===== src/rtl/core/ncf_pkg.sv =====
package ncf_pkg;
  localparam int SUM_W  = 40;
  localparam int DIST_W = 20;
  localparam int VAL_W  = 16;
  localparam logic [SUM_W-1:0] SUM_MAX = {SUM_W{1'b1}};

  typedef enum logic {OP_LOAD = 1'b0, OP_SAMPLE = 1'b1} op_t;
  typedef enum logic {KIND_ASSIGN = 1'b0, KIND_FIT = 1'b1} kind_t;

  // cell control, travels down the chain with the beat
  typedef struct packed {
    logic            vld;
    logic            clr;
    logic [VAL_W-1:0] val;
  } cell_ctl_t;

  function automatic logic [SUM_W-1:0] sat_add(input logic [SUM_W-1:0] a,
                                               input logic [SUM_W-1:0] b);
    logic [SUM_W:0] s;
    s = {1'b0, a} + {1'b0, b};
    return s[SUM_W] ? SUM_MAX : s[SUM_W-1:0];
  endfunction
endpackage


===== src/rtl/core/ncf_div.sv =====
module ncf_div import ncf_pkg::*; #(
  parameter int DEN_W = 21
) (
  input  logic              clk,
  input  logic              rst_n,
  input  logic              start,
  input  logic [SUM_W-1:0]  num,
  input  logic [DEN_W-1:0]  den,
  output logic              done,
  output logic [DIST_W-1:0] quo
);
  logic [SUM_W-1:0] q_r;
  logic [DEN_W:0] rem_r;
  logic [5:0] cnt_r;
  logic busy_r;
  logic [DEN_W:0] sh;

  // restoring division, one quotient bit a cycle
  assign sh = {rem_r[DEN_W-1:0], q_r[SUM_W-1]};

  always_ff @(posedge clk) begin
    if (!rst_n) begin
      busy_r <= 1'b0;
      done   <= 1'b0;
    end else begin
      done <= 1'b0;
      if (start) begin
        busy_r <= 1'b1;
        q_r    <= num;
        rem_r  <= '0;
        cnt_r  <= 6'(SUM_W-1);
      end else if (busy_r) begin
        if (sh >= {1'b0, den}) begin
          rem_r <= sh - {1'b0, den};
          q_r   <= {q_r[SUM_W-2:0], 1'b1};
        end else begin
          rem_r <= sh;
          q_r   <= {q_r[SUM_W-2:0], 1'b0};
        end
        cnt_r <= cnt_r - 1'b1;
        if (cnt_r == 0) begin
          busy_r <= 1'b0;
          done   <= 1'b1;
        end
      end
    end
  end
  assign quo = (|q_r[SUM_W-1:DIST_W]) ? {DIST_W{1'b1}} : q_r[DIST_W-1:0];
endmodule


===== config.mk =====
export PLATFORM = sky130hd
export DESIGN_NAME = ncf_div
export DESIGN_NICKNAME = d
export VERILOG_FILES = /design/src/rtl/core/ncf_pkg.sv /design/src/rtl/core/ncf_div.sv
export SDC_FILE = /design/constraint.sdc
export NUM_CORES = 1
export LEC_CHECK = 0
export ABC_AREA = 1
export BUFFER_PORTS_ARGS = -buffer_cell sky130_fd_sc_hd__buf_2
export CELL_PAD_IN_SITES_DETAIL_PLACEMENT = 0
export CELL_PAD_IN_SITES_GLOBAL_PLACEMENT = 1
export CORE_ASPECT_RATIO = 0.7
export CORE_MARGIN = 2
export CORE_UTILIZATION = 41
export CTS_CLUSTER_DIAMETER = 60
export DETAILED_ROUTE_END_ITERATION = 10
export MAX_ROUTING_LAYER = met4
export PLACE_DENSITY_LB_ADDON = 0.2
export SLEW_MARGIN = 15
export SYNTH_ARGS = -nofsm -noshare
export SYNTH_HDL_FRONTEND = slang
export SYNTH_SLANG_ARGS = --single-unit

===== constraint.sdc =====
create_clock -name clk -period 5.36 [get_ports clk]
set_input_delay 0.536 -clock clk [delete_from_list [all_inputs] [get_ports clk]]
set_output_delay 0.536 -clock clk [all_outputs]
set_load 0.02 [all_outputs]

Word level (Yosys, flattened, before mapping):

Cells that the tools add are included.
Widths: inputs -> output; s select.

* register bits after elaboration: 69
* logic and storage cells: 26

* reductions and logical operators: 5
* order comparisons: 1
* mux-type cells: 11
* add/sub/neg operators: 2
* bitwise operators: 2

Operators by type and width (count)
* $mux 40: 2
* $mux 21: 2
* $ge 22x21->1: 1
* $sub 21x21->21: 1
* $mux 20: 1
* $reduce_or 20->1: 1
* $logic_not 6->1: 1
* $mux 6: 1
* $sub 6x1->6 const B: 1
* $mux 1: 5
* $reduce_or 3->1: 1
* $not 1->1: 2
* $reduce_and 2->1: 1
* $reduce_bool 2->1: 1

Longest topological paths before layout:

* depth in word-level cells: 4
* depth in mapped cells: 15
* depth with buffers taken out: 15

Worst setup path before layout:

Ideal clock, no wire load.

* path kind: in2reg
* start: input port start
* end: register cnt_r[0] (enable)
* setup slack: 0.936 ns
* setup time: 0.516 ns
* data required time: 4.844 ns
* cell stages on the path: 2
* arrival time: 3.908 ns
* path through: inv_1 -> a21oi_1

* word-level cells in the longest chain between the ends: 2

Ends and longest elaborated chain
* from (decl): line ncf_div.sv:6 `input logic start,`
* $reduce_bool 2->1 (no line)
* $reduce_and 2->1 (no line)
* to (signal assigned): line ncf_div.sv:31 `cnt_r <= 6'(SUM_W-1);`
* to (signal assigned): line ncf_div.sv:40 `cnt_r <= cnt_r - 1'b1;`
* to (decl): line ncf_div.sv:14 `logic [5:0] cnt_r;`

No other way between the ends.
A chain may end at the register's enable or synchronous reset.

Worst setup path in the final report:

* start: register q_r[35]
* end: output port quo[2]

* word-level cells in the longest chain between the ends: 2

Ends and longest elaborated chain
* from (decl): line ncf_div.sv:12 `logic [SUM_W-1:0] q_r;`
* from (signal assigned): line ncf_div.sv:29 `q_r <= num;`
* from (signal assigned): line ncf_div.sv:35 `q_r <= {q_r[SUM_W-2:0], 1'b1};`
* from (signal assigned): line ncf_div.sv:38 `q_r <= {q_r[SUM_W-2:0], 1'b0};`
* $reduce_or 20->1: line ncf_div.sv:48 `assign quo = (|q_r[SUM_W-1:DIST_W]) ? {DIST_W{1'b1}} : q_r[DIST_W-1:0];`
* $mux 20: line ncf_div.sv:48
* to (decl): line ncf_div.sv:10 `output logic [DIST_W-1:0] quo`

No other way between the ends.

==> flow_summary.json <==
{
  "outcome": "finished clean",
  "critPathKind": "flip-flop to output pin",
  "ys_seq_area_share_pct": 42.5,
  "slew_viol_final": 0,
  "cts_resized": 0,
  "synth_seq_cells": 69,
  "synth_area_um2": 4830,
  "drtPass1Iterations": 4,
  "start_util_pct": 41.6,
  "yosysMostFrequentCell": "nand2_1",
  "p_leak_nw": 2.87,
  "cts_sinks": 69,
  "synth_top_cells_by_count": "nand2_1, inv_1, edfxtp_1",
  "hold_class": "input pin to flip-flop",
  "core-area_um2": 11600,
  "antenna_cells": 0,
  "path_max_fanout": 20,
  "synth_top_area_share_pct": 41.6,
  "required_ps": 4820,
  "synth.yosys.warnings": 0,
  "worst_pin_slew_ps": 1070,
  "clkSlewWorstSetupHoldPaths_ps": 60,
  "ctsHoldBuffers": 0,
  "fin_crit_sh_pct": 53.4,
  "grt_pass1_wl_um": 18800,
  "numCtsBuffers": 9,
  "crit_path_end_kind": "output pin",
  "antenna_found_initial": 0,
  "cts_setup_buffers": 0,
  "drt-total-wl_um": 11700,
  "vdd_drop_max_v": 0.000173,
  "route.vias.total": 4151,
  "grt_max_degree": 68,
  "startpoint_type": "flip-flop",
  "hold_viol": 0,
  "cts_buffer_depth": 2,
  "viasPerCell": 4.61,
  "min_from": "num[33]",
  "async_flop_share_pct": 0,
  "ys.flop_type": "edfxtp_1",
  "postRouteAntennaNets": 0,
  "synth_cell_types": 33,
  "die_h_um": 94.8,
  "fmax_mhz": 350,
  "worstPathArrival_ps": 2320,
  "wl_per_cell_um": 13.0,
  "clk_latency_ps": 330,
  "gp_congestion": 0.928,
  "synth-edff-count": 67,
  "io_buffers": 84,
  "track_usage_pct": 19.6,
  "drc": 0,
  "setup_ws_ps": 2500,
  "rsz0062_at_grt": "no",
  "r2r_start": "q_r[39]",
  "root_buffer": "clkbuf_16",
  "die_w_um": 134,
  "grt_overflow": 0,
  "die_area_um2": 12700,
  "maxCapViolations": 0,
  "tns_ps": 0,
  "clock_skew_ps": 9.00,
  "dr.first_iter.drc_count": 274,
  "power.density_nw_per_um2": 300,
  "rows": 33,
  "postSynthCellCount": 655,
  "tritoncts": "done",
  "drive_gt1_share_pct": 19.4,
  "post-place-ws_ps": 2230,
  "yosysTopAreaCell": "edfxtp_1",
  "period_minus_slack_ps": 2860,
  "slew_headroom_pct": 28.5,
  "synth_nets": 743,
  "nNetsFinal": 826,
  "htreeDepth": 3,
  "finalSetupViolCount": 0,
  "synth.top_cells.by_area": "edfxtp_1, nand2_1, inv_1, ha_1, o21ai_0",
  "grt_pass1_vias": 3873,
  "crit_start": "q_r[35]",
  "dp_hpwl_um": 8680,
  "io_pins": 85,
  "syn_avg_cell_area_um2": 7.38,
  "area_delta_synth_final_pct": 18.4
}
## worst max-delay path, stage by stage, from the launching register on
cell,delay [ps]
edfxtp_1,410
nor4_1,370
nand4_1,160
nor2_2,640
nand2_1,190
buf_2,220
## registers in the layout, summed over array words and instances, names as in the netlist
name	cells
cnt_r	6
rem_r	21
done	1
busy_r	1
q_r	40
## final cells by class
| cell class | count | area [µm²] |
|---|---|---|
| Fill cell | 1194 | 5880 |
| Multi-Input combinational cell | 449 | 2250 |
| Sequential cell | 69 | 2050 |
| Inverter | 121 | 459 |
| Timing Repair Buffer | 88 | 450 |
| Clock buffer | 10 | 229 |
| Tap cell | 157 | 196 |
| Clock inverter | 6 | 87.6 |
## metal layers
| metal | wire length (µm) | GRT usage, % | part of all wire [%] |
|---|---|---|---|
| met4 | 46 | 3.99 | 0.39 |
| met1 | 6400 | 29.1 | 55 |
| met3 | 501 | 4.46 | 4.3 |
| met5 | 0 | - | 0 |
| met2 | 4720 | 27.1 | 40 |
## path summary, 6_finish.rpt
kind	to	slack, ps	cells after the start
worst max-delay path	quo[2]	2500	5
worst min-delay path	q_r[33]	480	3
worst max register to register	rem_r[19]	2960	14
worst min register to register	done	520	2
## logic make-up after synthesis
logic type	count (synthesis)	share of synthesized area, %
buffers and inverters	137	11.3
AO/OA/AOI/OAI	61	6.81
XOR/XNOR	9	1.63
adder cells (fa/ha/maj)	24	6.37
AND/OR/NAND/NOR	355	31.4
flip-flops	69	42.5
## cells in the final DEF (no fill, tap or decap), types with 9 or more instances in the layout
cell type and instances:
nand2_1 235, inv_1 116, buf_2 84, edfxtp_1 67, nor2_1 47, o21ai_0 36
ha_1 23, nand3_1 22, nor2_2 17, a21oi_1 14, nand2_2 11, xor2_1 9
clkbuf_16 9
## stage by stage
stage	hold WS, ps	cells	util [%]	power, W	instance area, µm²
5_1_grt	474	900	49.3	0.00182	5720
3_5_place_dp	517	884	46.6	0.00109	5400
3_3_place_gp	507	884	46.6	0.00108	5400
2_1_floorplan	423	655	-	0.000986	4830
6_report	478	900	49.3	0.00172	5720
4_1_cts	468	900	49.3	0.00173	5720
## report_power, final
group	internal (W)	total, W	switching (W)
combinational	0.000142	0.000411	0.000269
sequential	0.000649	0.000668	0.0000183
clock	0.000407	0.000639	0.000233
total	0.00120	0.00172	0.000520
(Power assumes the default switching activity.)
