### src/rtl/core/ncf_pkg.sv
package ncf_pkg;
  localparam int SUM_W  = 40;
  localparam int DIST_W = 20;
  localparam int VAL_W  = 16;
  localparam logic [SUM_W-1:0] SUM_MAX = {SUM_W{1'b1}};

  typedef enum logic {OP_LOAD = 1'b0, OP_SAMPLE = 1'b1} op_t;
  typedef enum logic {KIND_ASSIGN = 1'b0, KIND_FIT = 1'b1} kind_t;

  // cell control, travels down the chain with the beat
  typedef struct packed {
    logic            vld;
    logic            clr;
    logic [VAL_W-1:0] val;
  } cell_ctl_t;

  function automatic logic [SUM_W-1:0] sat_add(input logic [SUM_W-1:0] a,
                                               input logic [SUM_W-1:0] b);
    logic [SUM_W:0] s;
    s = {1'b0, a} + {1'b0, b};
    return s[SUM_W] ? SUM_MAX : s[SUM_W-1:0];
  endfunction
endpackage

### src/rtl/core/ncf_cell.sv
module ncf_cell import ncf_pkg::*; #(
  parameter int MAX_FEATURES = 64,
  parameter int FI_W = 6
) (
  input  logic                clk,
  input  logic                ld_we,
  input  logic [FI_W-1:0]     ld_fi,
  input  logic [VAL_W-1:0]    ld_val,
  input  logic [FI_W-1:0]     rd_fi,
  input  cell_ctl_t           ctl_in,
  output cell_ctl_t           ctl_out,
  output logic [SUM_W-1:0]    sum
);
  logic [VAL_W-1:0] mem [MAX_FEATURES];
  logic [VAL_W-1:0] cen_r;
  logic [SUM_W-1:0] sum_r;
  logic [SUM_W-1:0] sum_nxt;
  logic signed [VAL_W:0] d;
  logic [VAL_W:0] ad;
  logic [2*VAL_W+1:0] sq;

  // center store row, registered read
  always_ff @(posedge clk) begin
    if (ld_we) mem[ld_fi] <= ld_val;
    cen_r <= mem[rd_fi];
  end

  // squared difference and saturating accumulate
  always_comb begin
    d  = $signed({ctl_in.val[VAL_W-1], ctl_in.val}) - $signed({cen_r[VAL_W-1], cen_r});
    ad = d[VAL_W] ? (~d + 1'b1) : d;
    sq = {{(VAL_W+1){1'b0}}, ad} * {{(VAL_W+1){1'b0}}, ad};
    sum_nxt = ctl_in.clr ? '0 : sum_r;
    if (ctl_in.vld) sum_nxt = sat_add(sum_nxt, SUM_W'(sq));
  end

  always_ff @(posedge clk) begin
    if (ctl_in.vld || ctl_in.clr) sum_r <= sum_nxt;
    ctl_out <= ctl_in;
  end

  assign sum = sum_r;
endmodule

### config.mk
export PLATFORM = sky130hd
export DESIGN_NAME = ncf_cell
export DESIGN_NICKNAME = d
export VERILOG_FILES = /design/src/rtl/core/ncf_pkg.sv /design/src/rtl/core/ncf_cell.sv
export SDC_FILE = /design/constraint.sdc
export NUM_CORES = 2
export LEC_CHECK = 0
export ABC_AREA = 1
export BUFFER_PORTS_ARGS = -buffer_cell sky130_fd_sc_hd__buf_2
export CAP_MARGIN = 5
export CORE_MARGIN = 2
export CORE_UTILIZATION = 57
export DETAILED_ROUTE_END_ITERATION = 16
export PLACE_DENSITY = 0.76
export REMOVE_ABC_BUFFERS = 1
export SYNTH_ARGS = -nofsm -noshare
export SYNTH_HDL_FRONTEND = slang
export SYNTH_SLANG_ARGS = --single-unit
### constraint.sdc
create_clock -name clk -period 8.7 [get_ports clk]
set_input_delay 1.74 -clock clk [delete_from_list [all_inputs] [get_ports clk]]
set_output_delay 1.74 -clock clk [all_outputs]
set_load 0.03 [all_outputs]
* After elaboration in Yosys (flattened, before gate mapping)
Memory sizes are Yosys's and may differ from the RTL's. A register that Yosys moved wholly into a read port is not among the register bits.
Index checks and enable logic that the tools add are counted.
** Storage, ports and cells
- Logic and storage cells :: 17
- RAM bits :: 1024
- Memories kept :: 1
- Register bits :: 58
- Input port bits :: 48
- Output and inout port bits :: 58
** Operators by class
- Mux-type cells :: 6
- $add $sub $neg :: 3
- Reductions and logical operators :: 1
- Bitwise operators :: 1
- $mul :: 1
** Memory list
- mem :: words 64, width 16, rd ports 1, clocked after Yosys merged registers in 1, write ports 1, line ncf_cell.sv:14 : logic [VAL_W-1:0] mem [MAX_FEATURES];
** Operators with widths (count)
- 2-to-1 mux 40 bit :: 3
- adder 40 x 34 -> 41 bit :: 1
- multiplier 17 x 17 -> 34 bit :: 1
- adder 17 x 1 -> 17 bit, second input constant :: 1
- 2-to-1 mux 17 bit :: 1
- inverter 17 bit :: 1
- subtractor 16 x 16 -> 17 bit :: 1
- 2-to-1 mux 1 bit :: 2
- logical OR 1 bit :: 1

* Longest topological paths before layout
- Depth in word-level cells :: 8
- Mapped depth :: 46
- Mapped depth without buffers :: 45

* Worst setup path before layout
Ideal clock, no wire load.
- Path type :: input-to-reg
- Start point :: input port ctl_in[0] (netlist name)
- End point :: register sum_r[15], in the netlist sum[15], data pin
- Setup slack :: -86 ps
- Path buffers :: 2
- Required time :: 8409 ps
- Setup time :: 291 ps
- Data arrival time :: 8495 ps
- Stages :: 39
- Path through :: inv_1 ha_1 fa_1 ha_1 a21boi_0 nand3_1 nor2_2 nand3_2 nor2_4 nand3_2 nand2_2 nand3_1 nand2_2 inv_2 buf_12 nor2_4 inv_2 fa_1 (+3 left out) fa_1 inv_1 fa_1 fa_1 inv_1 fa_1 inv_1 ha_1 a21o_1 nand3_1 nand2_1 a21oi_1 nand2_1 nand3_1 nand2_1 nand3_2 buf_2 o221ai_1
** Between the ends
- Word-level cells in the longest chain between the ends :: 8
** Ends and longest elaborated chain
- start: declaration :: line ncf_cell.sv:10 : input cell_ctl_t ctl_in,
- subtractor 16 x 16 -> 17 bit * :: line ncf_cell.sv:30 : d = $signed({ctl_in.val[VAL_W-1], ctl_in.val}) - $signed({cen_r[VAL_W-1], cen_r});
- inverter 17 bit :: line ncf_cell.sv:31 : ad = d[VAL_W] ? (~d + 1'b1) : d;
- adder 17 x 1 -> 17 bit :: line ncf_cell.sv:31
- 2-to-1 mux 17 bit * :: line ncf_cell.sv:31
- multiplier 17 x 17 -> 34 bit * :: line ncf_cell.sv:32 : sq = {{(VAL_W+1){1'b0}}, ad} * {{(VAL_W+1){1'b0}}, ad};
- adder 40 x 34 -> 41 bit * :: line ncf_pkg.sv:20 : s = {1'b0, a} + {1'b0, b};
- 2-to-1 mux 40 bit * :: line ncf_pkg.sv:21 : return s[SUM_W] ? SUM_MAX : s[SUM_W-1:0];
- 2-to-1 mux 40 bit * :: line ncf_cell.sv:34 : if (ctl_in.vld) sum_nxt = sat_add(sum_nxt, SUM_W'(sq));
- net sum_nxt[15] :: line ncf_cell.sv:17 : logic [SUM_W-1:0] sum_nxt;
- end signal: assignment :: line ncf_cell.sv:38 : if (ctl_in.vld || ctl_in.clr) sum_r <= sum_nxt;
- end: declaration :: line ncf_cell.sv:16 : logic [SUM_W-1:0] sum_r;
The timed path passes the listed nets; every way through them passes the cells marked *.
A chain may end at the register's enable or synchronous reset.

* Worst setup path after layout
- Start point :: input port ctl_in[0] (netlist name)
- End point :: register sum_r[39], in the netlist sum[39], data pin
Same word-level chain as after synthesis.

==> impl_metrics.toml <==
[grt]
track_usage_pct = 29.5
grt_max_degree = 193
grt_pass1_vias = 38203
antenna_found_initial = 7
grt_pass1_wl_um = 220000
grt_overflow = 0

[logic_synthesis]
synth.distinct_cells = 56
syn_avg_cell_area_um2 = 11.4
ys_warn_count = 0
synth_common_cells = "1064 x edfxtp_1, 844 x nor2_1, 651 x o21ai_0"
dominantRegCellSynth = "edfxtp_1"
synth_edf_count = 1064
synth_top_area_share_pct = 58.9
synth_top_area_cell = "edfxtp_1"
syn_area_mm2 = 0.0542
synthTopCellsByArea = "edfxtp_1 59%, fa_1 8.3%, o21ai_0 6.0%, nor2_1 5.8%, inv_1 3.4%"
ys_async_sr_fraction_pct = 0
yosysMostFrequentCell = "edfxtp_1"
synth_cells = 4776
ys_seq_elements = 1098
seq_area_frac_synth_pct = 60.2

[run_status]
status = "finished, final reports clean"

[min_path]
hold_path_depth = 2
holdCritPathClass = "reg -> reg"
hold_path.startpoint = "sum[0]"
min_to = "sum[0]"

[timing]
finalClockSkew_ns = 0.0717
final.setup.worst_slack_ns = 0.103
timing.fmax_mhz = 116
setup_viol = 0
slew_viol_final = 0
rsz0062_at_grt = "yes"
finalHoldViolCount = 0
worst_pin_slew_ns = 1.19
min_period_over_period_pct = 98.8
setup_tns_ns = 0
layout_min_cycle_time_ns = 8.60
maxSlewHeadroom_pct = 19.5

[placed_design]
gp_congestion = 0.919
hpwl_um = 89300
postPlaceCellArea_mm2 = 0.0584
place_ws_ns = -0.763
place_inst = 6293
portBuffers = 105

[worst_setup_path]
required_ns = 9.08
r2r-end = "sum[39]"
critPathArrivalTime_ns = 8.98
crit_path_frequent_cell = "buf_4"
r2r-start = "cen_r[0]"
ff2ff_path_depth = 38
path_class = "in -> reg"
slowest_stage = "fa_1"
worstPathMaxFanout = 8
cp-start-kind = "input port"
max_stage_delay_ns = 0.56
reg2reg_slack_ns = 0.95
cp-end-kind = "register"

[layout]
finalNetCount = 5566
syn_to_final_growth_pct = 16.0
stdcell_area_mm2 = 0.0629
drive_above_1_share_pct = 17.7
fin_cells = 6524

[clocking]
cts.clk_slew.worst_paths_ns = 0.06
root_buffer = "clkbuf_16"
postCtsHoldBufs = 0
cts_tree = "built"
cts-htree-levels = 3
clock_latency_ns = 0.71
clk_path_buf_depth = 3
cts_sinks = 1098
numCtsBuffers = 105

[routing]
vias_per_cell = 5.91
wirelength_um = 146000
drc_errors = 0
antenna_left = 0
wl_per_cell_um = 22.4
vias = 38561
drt_iter0_drc = 4678
dr.pass1.iters = 6

[floorplan]
die_h_um = 312
coreArea_mm2 = 0.0946
dieArea_mm2 = 0.0976
die_w_um = 312
num_rows = 113
io_pins = 106
start_util_pct = 57.3

[job]
drv_cap = 0
metal layers:
layer	global-route usage [%]	up-vias	share of wire (%)	routed length, um
met4	14.8	10	5.2	7530
met2	47.9	2180	48	69400
met5	0	-	0.042	62
met1	38.7	18546	37	54500
li1	-	17400	-	-
met3	4.91	425	9.9	14500
layout by cell type, fill, tap and decap left out, drive strengths merged, types with 25 or more instances in the layout:
| master | count |
|---|---|
| dfxtp | 34 |
| o221ai | 49 |
| clkinv | 60 |
| a21oi | 55 |
| buf | 530 |
| inv | 520 |
| fa | 224 |
| nand2 | 396 |
| clkbuf | 129 |
| nand3 | 95 |
| o21ai | 657 |
| o22ai | 266 |
| ha | 129 |
| nor2 | 869 |
| nand4 | 25 |
| edfxtp | 1064 |
sequential cells by signal, summed over array words and instances, names as in the netlist:
register / cells
ctl_out: 18
sum: 40
mem: 1024
cen_r: 16
critical path: cells and delay by family:
| family | cells | cell delay (ns) |
|---|---|---|
| fa+ha+maj | 9 | 3.72 |
| simple gates | 16 | 1.75 |
| compound gates | 4 | 0.56 |
| buf+inv | 11 | 1.19 |
logic make-up (layout without fill, tap and decap cells):
| family | count (synthesis) | in the layout | share of synthesized area (%) |
|---|---|---|---|
| AO/OA/AOI/OAI | 1095 | 1095 | 11.4 |
| XOR/XNOR | 31 | 31 | 0.619 |
| adder cells (fa/ha/maj) | 353 | 353 | 11.2 |
| buffers and inverters | 780 | 1251 | 5.74 |
| flip-flops | 1098 | 1098 | 60.2 |
| other | 2 | 13 | 0.0139 |
| AND/OR/NAND/NOR | 1417 | 1418 | 10.8 |
how the worst max path moves through the flow:
stage | start | endpoint | slack, ns | cells after the start
3_5_place_dp | ctl_in[0] | sum[39] | -0.76 | 40
5_1_grt | ctl_in[0] | sum[39] | -0.17 | 41
2_1_floorplan | rd_fi[0] | cen_r[1] | -1.43 | 8
3_3_place_gp | ctl_in[0] | sum[27] | -0.61 | 38
6_report | ctl_in[0] | sum[39] | 0.10 | 40
4_1_cts | ctl_in[0] | sum[39] | -0.003 | 40
metrics by stage:
| step | hold WS [ns] | util [%] |
|---|---|---|
| finish | 0.609 | 66.5 |
| global route | 0.646 | 66.5 |
| CTS | 0.615 | 65.4 |
| detailed placement | 0.599 | 61.7 |
| global placement | 0.582 | 61.7 |
| floorplan | 0.734 | - |
repair_timing:
item / in CTS / in global routing
endpoints found under the hold margin: 0 / 0
endpoints found under the setup margin: 19 / 40
resized for setup: 8 / 188
pin swaps: 0 / 71
cloned: 0 / 2
buffers inserted: 0 / 28
area by class of cell:
| class | instances | area (um^2) |
|---|---|---|
| flip-flops and latches | 1098 | 32600 |
| diodes | 2 | 5.00 |
| well taps | 1265 | 1580 |
| clock inverters | 70 | 633 |
| inverters | 521 | 2010 |
| clock buffers | 129 | 2850 |
| repair inverters | 1 | 6.26 |
| fillers | 6744 | 31700 |
| repair buffers | 530 | 3890 |
| multi-input cells | 2908 | 19300 |
Power is not shown: default switching activity piles up to over one toggle a cycle in this logic, so the estimate is an artifact.
