==> src/rtl/core/ncf_pkg.sv <==
package ncf_pkg;
  localparam int SUM_W  = 40;
  localparam int DIST_W = 20;
  localparam int VAL_W  = 16;
  localparam logic [SUM_W-1:0] SUM_MAX = {SUM_W{1'b1}};

  typedef enum logic {OP_LOAD = 1'b0, OP_SAMPLE = 1'b1} op_t;
  typedef enum logic {KIND_ASSIGN = 1'b0, KIND_FIT = 1'b1} kind_t;

  // cell control, travels down the chain with the beat
  typedef struct packed {
    logic            vld;
    logic            clr;
    logic [VAL_W-1:0] val;
  } cell_ctl_t;

  function automatic logic [SUM_W-1:0] sat_add(input logic [SUM_W-1:0] a,
                                               input logic [SUM_W-1:0] b);
    logic [SUM_W:0] s;
    s = {1'b0, a} + {1'b0, b};
    return s[SUM_W] ? SUM_MAX : s[SUM_W-1:0];
  endfunction
endpackage

==> src/rtl/core/ncf_sqrt.sv <==
module ncf_sqrt import ncf_pkg::*; (
  input  logic              clk,
  input  logic              rst_n,
  input  logic              start,
  input  logic [SUM_W-1:0]  v,
  output logic              done,
  output logic [DIST_W-1:0] root
);
  logic [SUM_W-1:0] rem_r, rem_nxt;
  logic [DIST_W-1:0] q_r, q_nxt;
  logic [4:0] cnt_r;
  logic busy_r;
  logic [DIST_W+1:0] trial;
  logic [DIST_W+1:0] part;

  // restoring square root, one result bit a cycle
  always_comb begin
    part  = (DIST_W+2)'(rem_r >> (2*cnt_r));
    trial = {q_r, 2'b01};
    rem_nxt = rem_r;
    q_nxt   = {q_r[DIST_W-2:0], 1'b0};
    if (part >= trial) begin
      rem_nxt = rem_r - (SUM_W'(trial) << (2*cnt_r));
      q_nxt   = {q_r[DIST_W-2:0], 1'b1};
    end
  end

  always_ff @(posedge clk) begin
    if (!rst_n) begin
      busy_r <= 1'b0;
      done   <= 1'b0;
    end else begin
      done <= 1'b0;
      if (start) begin
        busy_r <= 1'b1;
        rem_r  <= v;
        q_r    <= '0;
        cnt_r  <= 5'(DIST_W-1);
      end else if (busy_r) begin
        rem_r <= rem_nxt;
        q_r   <= q_nxt;
        cnt_r <= cnt_r - 1'b1;
        if (cnt_r == 0) begin
          busy_r <= 1'b0;
          done   <= 1'b1;
        end
      end
    end
  end
  assign root = q_r;
endmodule

==> config.mk <==
export PLATFORM = sky130hd
export DESIGN_NAME = ncf_sqrt
export DESIGN_NICKNAME = d
export VERILOG_FILES = /design/src/rtl/core/ncf_pkg.sv /design/src/rtl/core/ncf_sqrt.sv
export SDC_FILE = /design/constraint.sdc
export NUM_CORES = 1
export LEC_CHECK = 0
export ABC_AREA = 1
export BUFFER_PORTS_ARGS = -buffer_cell sky130_fd_sc_hd__clkbuf_2
export CORE_UTILIZATION = 31
export DETAILED_ROUTE_END_ITERATION = 7
export PLACE_DENSITY = 0.5
export SLEW_MARGIN = 20
export SYNTH_ARGS = -nofsm -noshare
export SYNTH_HDL_FRONTEND = slang
export SYNTH_SLANG_ARGS = --single-unit
export TNS_END_PERCENT = 100
==> constraint.sdc <==
create_clock -name clk -period 4.6 [get_ports clk]
set_input_delay 0.46 -clock clk [delete_from_list [all_inputs] [get_ports clk]]
set_output_delay 0.46 -clock clk [all_outputs]
set_load 0.02 [all_outputs]
=== After elaboration in Yosys (flattened, before gate mapping) ===
Index checks and enable logic that the tools add are counted.

* Output and inout bits: 21
* Word-level logic and storage cells: 28
* Input bits: 43
* Flip-flop bits (word level): 67

* Bitwise operators: 2
* $lt $le $gt $ge: 1
* Mux-type cells: 10
* Add/sub/neg operators: 2
* Shift-type cells: 2
* Reduce and logical (&&, ||, !) cells: 6

{| class="wikitable"
|+ Operators with widths
! kind !! count
|-
| two-way mux 40 bit || 3
|-
| << shifter 22 x 6 -> 40 bit || 1
|-
| >> shifter 40 x 6 -> 22 bit || 1
|-
| subtractor 40 bit || 1
|-
| greater-or-equal comparator 22 bit || 1
|-
| two-way mux 20 bit || 1
|-
| zero test 5 bit || 1
|-
| two-way mux 1 bit || 5
|-
| two-way mux 5 bit || 1
|-
| subtractor 5 x 1 -> 5 bit (second input constant) || 1
|-
| nonzero test 2 bit || 2
|-
| AND reduction 3 bit || 1
|-
| OR reduction 3 bit || 1
|-
| NOT 1 bit || 2
|-
| AND reduction 2 bit || 1
|}

=== Depth between registers and ports, before layout ===
Gate-level depths: netlist of run 1.

* Depth in word-level cells: 5
* Mapped depth: 23
* Gate-level depth less buffers: 21

=== Worst setup path before layout of run 1 ===
OpenSTA, ideal clock, no wires.

* Path kind: register -> register
* Start: reg cnt_r[1]
* End: reg rem_r[0] (enable)
* Data required time: 4206 ps
* Cell stages (with the launch flop): 20
* Setup time: 394 ps
* Slack: 918 ps
* Path buffers: 2
* Data arrival time: 3287 ps
* Period minus slack after synthesis: 3682 ps
* Cell sequence: edfxtp_1 inv_2 buf_2 buf_2 nand3_1 nand2_1 inv_1 o21ai_0 o22ai_1 ha_1 nand2_1 inv_1 nand3_1 nor3_1 inv_1 nor4_1 nand2_1 nand3_1 nand2_1 inv_1

* Cells in the longest elaborated chain, start to end: 4

{| class="wikitable"
|+ RTL lines
! what !! line !! text
|-
| from (decl) || ncf_sqrt.sv:11 || <nowiki>logic [4:0] cnt_r;</nowiki>
|-
| from (signal assigned) || ncf_sqrt.sv:38 || <nowiki>cnt_r <= 5'(DIST_W-1);</nowiki>
|-
| from (signal assigned) || ncf_sqrt.sv:42 || <nowiki>cnt_r <= cnt_r - 1'b1;</nowiki>
|-
| >> shifter 40 x 6 -> 22 bit || ncf_sqrt.sv:18 || <nowiki>part = (DIST_W+2)'(rem_r >> (2*cnt_r));</nowiki>
|-
| greater-or-equal comparator 22 bit || ncf_sqrt.sv:22 || <nowiki>if (part >= trial) begin</nowiki>
|-
| nonzero test 2 bit (no source line) || -- ||
|-
| AND reduction 3 bit (no source line) || -- ||
|-
| to (signal assigned) || ncf_sqrt.sv:36 || <nowiki>rem_r <= v;</nowiki>
|-
| to (signal assigned) || ncf_sqrt.sv:40 || <nowiki>rem_r <= rem_nxt;</nowiki>
|-
| to (decl) || ncf_sqrt.sv:9 || <nowiki>logic [SUM_W-1:0] rem_r, rem_nxt;</nowiki>
|}

No other way between the ends.
A chain may end at the register's enable or synchronous reset.

=== Worst setup path after layout of run 1 ===
Same ends and word-level chain as after synthesis.

==> impl_metrics.csv, run 1 <==
group,metric,value,unit
clock_tree,htreeDepth,3,
min_path,hp-class,"input pin to flip-flop",
yosys,async_flop_share,0,%
worst_setup_path,cpPeakStageDelay,0.42,ns
yosys,ys.flop_type,"edfxtp_1",
clock_tree,cts_tree,"done",
placed_design,dp.final_hpwl,25.5,mm
worst_setup_path,worstPathArrival,3.98,ns
clock_tree,cts_resized,0,
detailed_routing,dr.pass1.iters,5,
placed_design,place_inst,1596,
timing,slew_violations,0,
worst_setup_path,startpoint_type,"flip-flop",
grt,grt_max_degree,71,
layout,final_cells,1612,
grt,grt_pass1_wl,48.4,mm
floorplan,core,0.0255,mm²
floorplan,start_util,32.0,%
detailed_routing,drtIter0Drc,753,
timing,tightest_slew,0.742,ns
worst_setup_path,crit_buf_inv,7,
grt,grt_pass1_vias,8223,
power,peakVddDrop,127,µV
layout,num_antenna_cells,0,
yosys,synth_fp_nets,1356,
clock_tree,cts_setup_buffers,0,
worst_setup_path,path_cells,"inv_2, buf_4, nand3_1, nand2_1, inv_1, o21ai_0, o22ai_1, ha_1, nand2_1, inv_1, nand3_1, nor3_1, inv_1, nor4_1, nand2_1, nand3_1, nand2_1, inv_1, buf_12",
clock_tree,ctsLongestPathBuffers,2,
yosys,syn_area,0.00814,mm²
yosys,synth.most_common_cell,"nand2_1",
power,power_leakage,0.00386,µW
run_status,status,"completed",
timing,hold_viol,0,
yosys,synth_edf_count,65,
layout,syn2layout_area_growth,9.38,%
power,power_per_cell_area,263,mW/mm²
grt,grt_util_all_layers,24.0,%
worst_setup_path,cpMaxStageDelayCell,"inv_2",
timing,setup_viol,0,
clock_tree,clk_pin_slew,0.06,ns
timing,setup_tns,0,ns
worst_setup_path,cp_max_fo,40,
clock_tree,cts_root_buf,"clkbuf_16",
layout,drive_above_1_share,10.8,%
placed_design,routabilityCongestion,0.934,
yosys,synthTopCellsByCount,"nand2_1 (378), nand3_1 (108), nor2_1 (106)",
yosys,synth_cells,1251,
worst_setup_path,end_kind,"flip-flop",
timing,rsz0062_at_grt,"false",
timing,skew,0.00727,ns
detailed_routing,viasPerCell,5.40,
detailed_routing,finalWirelength,31.3,mm
floorplan,fp.dieArea,0.0269,mm²
worst_setup_path,crit_family,"buffers and inverters",
yosys,synthTopCellsByArea,"edfxtp_1 (24%), nand2_1 (17%), ha_1 (9.5%)",
timing,timing.hold.ws,0.373,ns
worst_setup_path,cp_data_required_time,4.63,ns
floorplan,row_count,58,
yosys,synth.yosys.warnings,0,
detailed_routing,wire_per_inst,19.4,µm
detailed_routing,dr_total_vias,8700,
timing,period_needed,3.95,ns
layout,final_nets,1382,
floorplan,die_height,164,µm
clock_tree,cts_made_buffers,9,
detailed_routing,ant_nets,0,
floorplan,ioPinCount,64,
yosys,yosysTopAreaCell,"edfxtp_1",
yosys,yosysSeqAreaShare,24.5,%
timing,relSlewSlack,50.5,%
grt,antenna_found_initial,0,
yosys,ys_ff_latch,67,
floorplan,die_w,164,µm
placed_design,port_buffers,63,
yosys,yosysTopAreaCellShare,24.0,%
run,maxCapViolCount,0,
detailed_routing,drc_errors,0,
timing,max_freq,253,MHz
clock_tree,clkSinkCount,67,
timing,fin_crit_sh,85.8,%
clock_tree,clock_latency,0.35,ns
yosys,avgSynthCellArea,6.51,µm²
yosys,synth.distinct_cells,53,
clock_tree,cts_hold_buffers,0,
worst_setup_path,crit_type,"flip-flop to flip-flop",
grt,gr-total-overflow,0,
==> metal layers <==
| metal | vias up | wire length (µm) | track usage, % |
|---|---|---|---|
| met1 | 4062 | 14500 | 32.6 |
| met3 | 45 | 1600 | 3.33 |
| met4 | 0 | 751 | 6.61 |
| met2 | 280 | 14400 | 39.7 |
| li1 | 4313 | - | - |
| met5 | - | 0 | 0 |
==> power breakdown <==
group          switching (µW)  internal, µW  leakage, µW
clock network             295           436     0.000141
registers                49.4           725     0.000632
logic                     560           278      0.00309
total                     904          1440      0.00386
==> metrics by stage <==
step                total power [µW]  utilization [%]  setup WS, ns  instance area, µm²
global placement                1610             33.8         0.730                8610
floorplan                       1370                -         0.918                8140
finish                          2340             34.9         0.652                8900
global route                    2480             34.9         0.260                8900
detailed placement              1620             33.8         0.711                8610
CTS                             2350             34.9         0.680                8900
==> state kept, by name (all words and copies together), names as in the netlist <==
| name | cells |
|---|---|
| busy_r | 1 |
| rem_r | 40 |
| cnt_r | 5 |
| done | 1 |
| root | 20 |
==> layout make-up <==
class | instances | area [µm²]
clock buffers | 14 | 254
clock inverters | 2 | 35.0
fillers | 2860 | 16600
inverters | 95 | 357
multi-input cells | 1021 | 5360
flip-flops and latches | 67 | 1990
well taps | 330 | 413
repair buffers | 83 | 490
==> worst paths after layout <==
| check | start | end | slack, ns | cells after the start |
|---|---|---|---|---|
| setup / recovery | cnt_r[1] | rem_r[0] | 0.65 | 19 |
| hold / removal | v[17] | rem_r[17] | 0.37 | 3 |
| setup reg to reg | cnt_r[1] | rem_r[0] | 0.65 | 19 |
| hold reg to reg | busy_r | done | 0.48 | 2 |
==> cell families after synthesis <==
family / Yosys count / share of synthesized area, %
compound gates: 286 / 20.2
mux: 9 / 1.11
fa+ha+maj: 62 / 9.53
flops: 67 / 24.5
buf+inv: 163 / 9.70
xor+xnor: 9 / 0.969
simple gates: 655 / 34.0
==> worst reg2reg max path: cells and delay by family (launching register included) <==
| family | cells | cell delay [ns] |
|---|---|---|
| buf+inv | 7 | 1.37 |
| compound gates | 2 | 0.42 |
| flops | 1 | 0.39 |
| fa+ha+maj | 1 | 0.32 |
| simple gates | 9 | 1.09 |
==> cell usage in the layout (no fill, tap or decap), types with 9 or more instances in the layout <==
master / count
o22ai_1: 22
a21oi_1: 79
o21a_1: 10
o21ai_1: 49
inv_1: 87
nand2_1: 378
clkbuf_2: 63
edfxtp_1: 65
mux2i_1: 9
buf_4: 18
clkbuf_16: 9
nand3_1: 108
ha_1: 62
or2_2: 9
nor3_1: 12
o21ai_0: 74
nor2_1: 106
a22oi_1: 16
Power figures use the tool's default switching activity.
==> inputs of run 2 (changes only) <==
- CORE_ASPECT_RATIO: default -> 1.2
- CORE_UTILIZATION: 31 -> 63
- MAX_ROUTING_LAYER: default -> met4
- PLACE_DENSITY: 0.5 -> 0.86
==> run 2 against run 1 <==
Compared with the run above: cell count fell by 10%; clock skew fell by 0.00068 ns; count of clock-buffer cells in the layout fell by 3; routed wire length fell by 5.2%; sequential cell count did not move; largest power group unchanged; core utilization rose by 34 points; critical path depth fell by 3; total power rose by 0.27%; worst hold slack got worse by 0.012 ns.
==> impl_metrics.csv, run 2 (synthesis gave the netlist of run 1 again) <==
group,metric,value,unit
worst_setup_path,crit_top_cell,"nand2_1",
worst_setup_path,reg2reg_to,"rem_r[32]",
timing,rsz0062_at_grt,"false",
worst_setup_path,crit_end,"rem_r[32]",
worst_setup_path,startpoint_type,"flip-flop",
detailed_routing,dr.pass1.iters,6,
clock_tree,cts_hold_buffers,0,
power,p_comb_share,36.5,%
clock_tree,clock_latency,0.34,ns
power,seq_power_share,32.8,%
detailed_routing,drc_errors,0,
min_path,hp-class,"input pin to flip-flop",
timing,hold_viol,0,
power,p_int,1440,µW
layout,final_common_cell,"nand2_1",
detailed_routing,ant_nets,0,
layout,mostFrequentLayoutCells,"nand2_1 (378), nand3_1 (108), nor2_1 (106)",
worst_setup_path,timing.rr.start,"cnt_r[2]",
floorplan,core,0.0126,mm²
detailed_routing,dr_total_vias,9318,
grt,gr-total-overflow,0,
worst_setup_path,cpPeakStageDelay,0.83,ns
clock_tree,cts_made_buffers,9,
placed_design,dp.final_hpwl,22.8,mm
detailed_routing,wire_per_inst,20.4,µm
worst_setup_path,end_kind,"flip-flop",
detailed_routing,wl_met2,13.6,mm
run_status,status,"completed",
power,sw_frac_of_total,38.8,%
worst_setup_path,worstPathArrival,4.23,ns
grt,antenna_found_initial,0,
worst_setup_path,crit_type,"flip-flop to flip-flop",
grt,grt_max_degree,72,
floorplan,row_count,45,
placed_design,port_buffers,63,
detailed_routing,drtIter0Drc,888,
detailed_routing,met1_length,10.9,mm
layout,final_nets,1385,
clock_tree,cts_tree,"done",
floorplan,start_util,64.5,%
grt,grt_pass1_wl,45.8,mm
layout,drive_above_1_share,11.3,%
floorplan,fp.dieArea,0.0134,mm²
worst_setup_path,critPathLaunch,"cnt_r[2]",
timing,max_freq,241,MHz
power,power_leakage,0.00388,µW
timing,skew,0.00659,ns
layout,num_antenna_cells,0,
clock_tree,htreeDepth,3,
timing,period_needed,4.15,ns
placed_design,routabilityCongestion,1.08,
clock_tree,clk_pin_slew,0.06,ns
clock_tree,ctsLongestPathBuffers,2,
timing,tightest_slew,0.752,ns
power,power_per_cell_area,270,mW/mm²
clock_tree,cts_root_buf,"clkbuf_16",
worst_setup_path,rr_worst_depth,16,
worst_setup_path,cp_max_fo,40,
power,peakVddDrop,198,µV
detailed_routing,wl_met3,2.99,mm
detailed_routing,top_layer,"met4",
detailed_routing,viasPerCell,6.43,
power,p_clk_share,30.8,%
clock_tree,clkSinkCount,67,
layout,largest_reg_flops,40,
grt,grt_util_all_layers,46.2,%
timing,fin_crit_sh,90.3,%
floorplan,die_w,106,µm
clock_tree,cts_resized,0,
run,maxCapViolCount,0,
layout,syn2layout_area_growth,7.03,%
worst_setup_path,cp_data_required_time,4.68,ns
grt,grt_pass1_vias,8738,
timing,setup_viol,0,
floorplan,die_height,127,µm
worst_setup_path,cpMaxStageDelayCell,"edfxtp_1",
worst_setup_path,path_cells,"inv_2, nor2_2, inv_1, o21ai_0, a22oi_1, o21ai_0, ha_1, nand2_1, nor2_1, a211oi_1, nand2_1, nand2_1, nand3_1, nand2_1, inv_1, buf_12",
worst_setup_path,r2r_setup_slack,0.45,ns
detailed_routing,finalWirelength,29.6,mm
timing,relSlewSlack,49.9,%
power,switchingPower,912,µW
floorplan,ioPinCount,64,
layout,post-route-util,69.1,%
clock_tree,cts_setup_buffers,0,
timing,slew_violations,0,
layout,max_flop_register,"rem_r",
timing,setup_tns,0,ns
run 2: cell count changes in the layout (fill, tap and decap cells not counted), sizes merged:
cell      previous run  this run
buf                 20        23
clkbuf              77        74
clkinv               1         3
clkinvlp             0         1
run 2: cell type report:
class                      instances  area [µm²]
multi-input combinational       1021        5360
fill                            1186        3900
sequential                        67        1990
inverter                          95         357
clock buffer                      11         243
tap                              164         205
clock inverter                     5        52.6
timing repair buffer              86         500
run 2: worst min-delay path by stage:
stage / start / endpoint / slack [ns] / cells after the start
final: rst_n / done / 0.36 / 3
after floorplan: busy_r / done / 0.42 / 2
after detailed placement: busy_r / done / 0.47 / 2
after CTS: rst_n / done / 0.36 / 3
after global placement: busy_r / done / 0.45 / 2
after global routing: v[13] / rem_r[13] / 0.39 / 3
run 2: critical path, delay by kind of cell (launching register included):
| kind | cells | cell delay (ns) |
|---|---|---|
| AND/OR/NAND/NOR | 7 | 0.78 |
| AO/OA/AOI/OAI | 4 | 1.14 |
| flip-flops | 1 | 0.83 |
| adder cells (fa/ha/maj) | 1 | 0.35 |
| buffers and inverters | 4 | 0.74 |
run 2: metal layers:
metal	global-route usage (%)	vias to the layer above
met5	-	-
met4	29.4	0
met3	7.19	155
met2	73.7	604
met1	54.2	4233
li1	-	4326
run 2: metrics by stage:
stage	area, µm²	std cells	hold WS [ns]	worst slack [ns]	power (µW)
CTS	8710	1449	0.361	0.678	2310
global placement	8420	1433	0.451	0.633	1590
global route	8710	1449	0.390	0.317	2440
floorplan	8140	1251	0.422	0.918	1370
detailed placement	8420	1433	0.465	0.683	1600
finish	8710	1449	0.361	0.448	2350
run 2: power by group through the flow:
stage,clock network [µW],registers [µW],logic [µW]
2_1_floorplan,0,760,609
3_3_place_gp,0,779,808
3_5_place_dp,0,780,822
4_1_cts,718,767,829
5_1_grt,734,772,935
6_report,723,770,857
==> inputs of run 3 (changes only) <==
- CORE_UTILIZATION: 63 -> 45
- PLACE_DENSITY: 0.86 -> 0.66
- clock period: 4.6 -> 4.9 ns (I/O delays scaled with it)
==> run 3 against run 2 <==
Compared with the run above: the run now ends with DRC left; worst hold slack better by 0.034 ns; clock skew rose by 0.0017 ns; count of clock-buffer cells in the layout is 1 lower; non-clock buffer count is 5 lower; combinational power fell by 8.2%; maximum frequency grew 0.68%; design area increased by 1.2%; sequential power decreased by 5.6%; critical endpoint is now rem_r[35].
==> impl_metrics.csv, run 3 (synthesis gave the netlist of run 1 again) <==
group,metric,value,unit
power,power_per_cell_area,262,mW/mm²
floorplan,start_util,46.1,%
clock_tree,cts_tree,"done",
detailed_routing,wire_per_inst,20.1,µm
run_status,failed_checks,"DRC",
grt,antenna_found_initial,0,
layout,mostFrequentLayoutCells,"nand2_1 (378), nand3_1 (108), nor2_1 (106)",
worst_setup_path,cp_max_fo,25,
clock_tree,clock_latency,0.35,ns
layout,post-route-util,50.0,%
layout,fillers,1876,
worst_setup_path,end_kind,"flip-flop",
worst_setup_path,critPathLaunch,"cnt_r[2]",
timing,slew_violations,0,
clock_tree,cts_made_buffers,9,
clock_tree,clkSinkCount,67,
timing,setup_tns,0,ns
detailed_routing,ant_nets,0,
layout,num_antenna_cells,0,
timing,relSlewSlack,34.1,%
clock_tree,htreeDepth,3,
worst_setup_path,startpoint_type,"flip-flop",
min_path,hold_depth,3,
clock_tree,cts_setup_buffers,0,
timing,rsz0062_at_grt,"false",
layout,max_flop_register,"rem_r",
min_path,hold_path_startpoint,"rst_n",
placed_design,routabilityCongestion,1.04,
grt,grt_util_all_layers,34.2,%
layout,final_common_cell,"nand2_1",
detailed_routing,viasPerCell,5.85,
min_path,hp-class,"input pin to flip-flop",
min_path,holdPathEnd,"done",
placed_design,port_buffers,63,
floorplan,row_count,53,
worst_setup_path,path_cells,"inv_2, nor2_2, inv_1, o22ai_1, nand2_1, o21ai_0, inv_1, ha_1, nand2_1, nor2_1, inv_1, nor2_1, and3_1, nand3_1, nand3_1, nand2_1, nand3_1, nand2_1",
run_status,status,"finished, violations left",
timing,max_freq,242,MHz
layout,largest_reg_flops,40,
worst_setup_path,rr_worst_depth,18,
power,peakVddDrop,155,µV
worst_setup_path,worstPathArrival,4.23,ns
placed_design,place_inst,1484,
floorplan,core,0.0176,mm²
worst_setup_path,r2r_setup_slack,0.78,ns
timing,hold_viol,0,
floorplan,ioPinCount,64,
timing,skew,0.00830,ns
clock_tree,cts_root_buf,"clkbuf_16",
worst_setup_path,cp_data_required_time,5.00,ns
clock_tree,cts_hold_buffers,0,
layout,multi_input_area,0.00536,mm²
power,power_leakage,0.00388,µW
grt,gr-total-overflow,0,
worst_setup_path,cpPeakStageDelay,0.99,ns
floorplan,die_w,125,µm
grt,grt_pass1_vias,8411,
placed_design,dpl_cell_area,0.00846,mm²
timing,setup_viol,0,
layout,final_cells,1500,
floorplan,fp.dieArea,0.0186,mm²
detailed_routing,finalWirelength,30.1,mm
run,maxCapViolCount,0,
clock_tree,ctsLongestPathBuffers,2,
timing,timing.hold.ws,0.395,ns
worst_setup_path,cpMaxStageDelayCell,"edfxtp_1",
timing,period_needed,4.12,ns
clock_tree,clk_pin_slew,0.06,ns
layout,register_area,0.00199,mm²
worst_setup_path,crit_top_cell,"nand2_1",
detailed_routing,dr.pass1.iters,8,
grt,grt_pass1_wl,46.8,mm
worst_setup_path,crit_type,"flip-flop to flip-flop",
placed_design,dp.final_hpwl,24.1,mm
layout,drive_above_1_share,11.0,%
layout,final_nets,1380,
clock_tree,cts_resized,0,
worst_setup_path,reg2reg_to,"rem_r[35]",
timing,fin_crit_sh,84.2,%
floorplan,die_height,149,µm
timing,tightest_slew,0.988,ns
layout,finalInstanceArea,0.00881,mm²
grt,grt_max_degree,72,
detailed_routing,drc_errors,6,
detailed_routing,drtIter0Drc,732,
detailed_routing,dr_total_vias,8778,
layout,syn2layout_area_growth,8.27,%
worst_setup_path,timing.rr.start,"cnt_r[2]",
run 3: cell count changes in the layout (fill, tap and decap cells not counted):
| cell | before | now |
|---|---|---|
| buf_12 | 1 | 2 |
| buf_4 | 22 | 16 |
| bufinv_16 | 1 | 3 |
| clkbuf_1 | 1 | 0 |
| clkinv_2 | 3 | 1 |
| clkinv_4 | 0 | 2 |
| clkinvlp_4 | 1 | 0 |
run 3: worst max path at each step:
| stage | end | slack (ns) | depth (start not counted) |
|---|---|---|---|
| 6_report | rem_r[35] | 0.78 | 18 |
| 5_1_grt | rem_r[35] | 0.44 | 18 |
| 4_1_cts | rem_r[35] | 0.84 | 18 |
| 3_5_place_dp | rem_r[35] | 0.87 | 18 |
| 3_3_place_gp | rem_r[35] | 0.87 | 18 |
| 2_1_floorplan | rem_r[0] | 1.22 | 19 |
run 3: layout make-up:
class,count,area share (%)
Clock buffer,10,2.71
Clock inverter,6,1.28
Inverter,95,4.05
Multi-Input combinational cell,1021,60.8
Sequential cell,67,22.6
Tap cell,220,3.12
Timing Repair Buffer,81,5.40
run 3: worst max-delay path: cells and delay by family (launching register included):
| kind | cells | cell delay, ns |
|---|---|---|
| simple gates | 11 | 1.61 |
| flops | 1 | 0.99 |
| buf+inv | 4 | 0.56 |
| fa+ha+maj | 1 | 0.37 |
| compound gates | 2 | 0.35 |
run 3: metrics by stage:
stage / total power [µW] / setup WS [ns]
2_1_floorplan: 1290 / 1.22
3_3_place_gp: 1510 / 0.866
3_5_place_dp: 1510 / 0.875
4_1_cts: 2300 / 0.838
5_1_grt: 2420 / 0.443
6_report: 2300 / 0.776
run 3: where the power goes:
group          internal [µW]  leakage [µW]  switching [µW]
combinational            260       0.00308             527
sequential               681      0.000632            46.1
clock                    512      0.000173             278
run 3: layer usage:
layer	GRT usage, %	vias to the layer above	routed length, µm
met5	-	-	0
met4	17.6	0	1450
met3	4.16	85	1610
met2	57.1	322	14300
met1	40.7	4060	12700
li1	-	4311	-
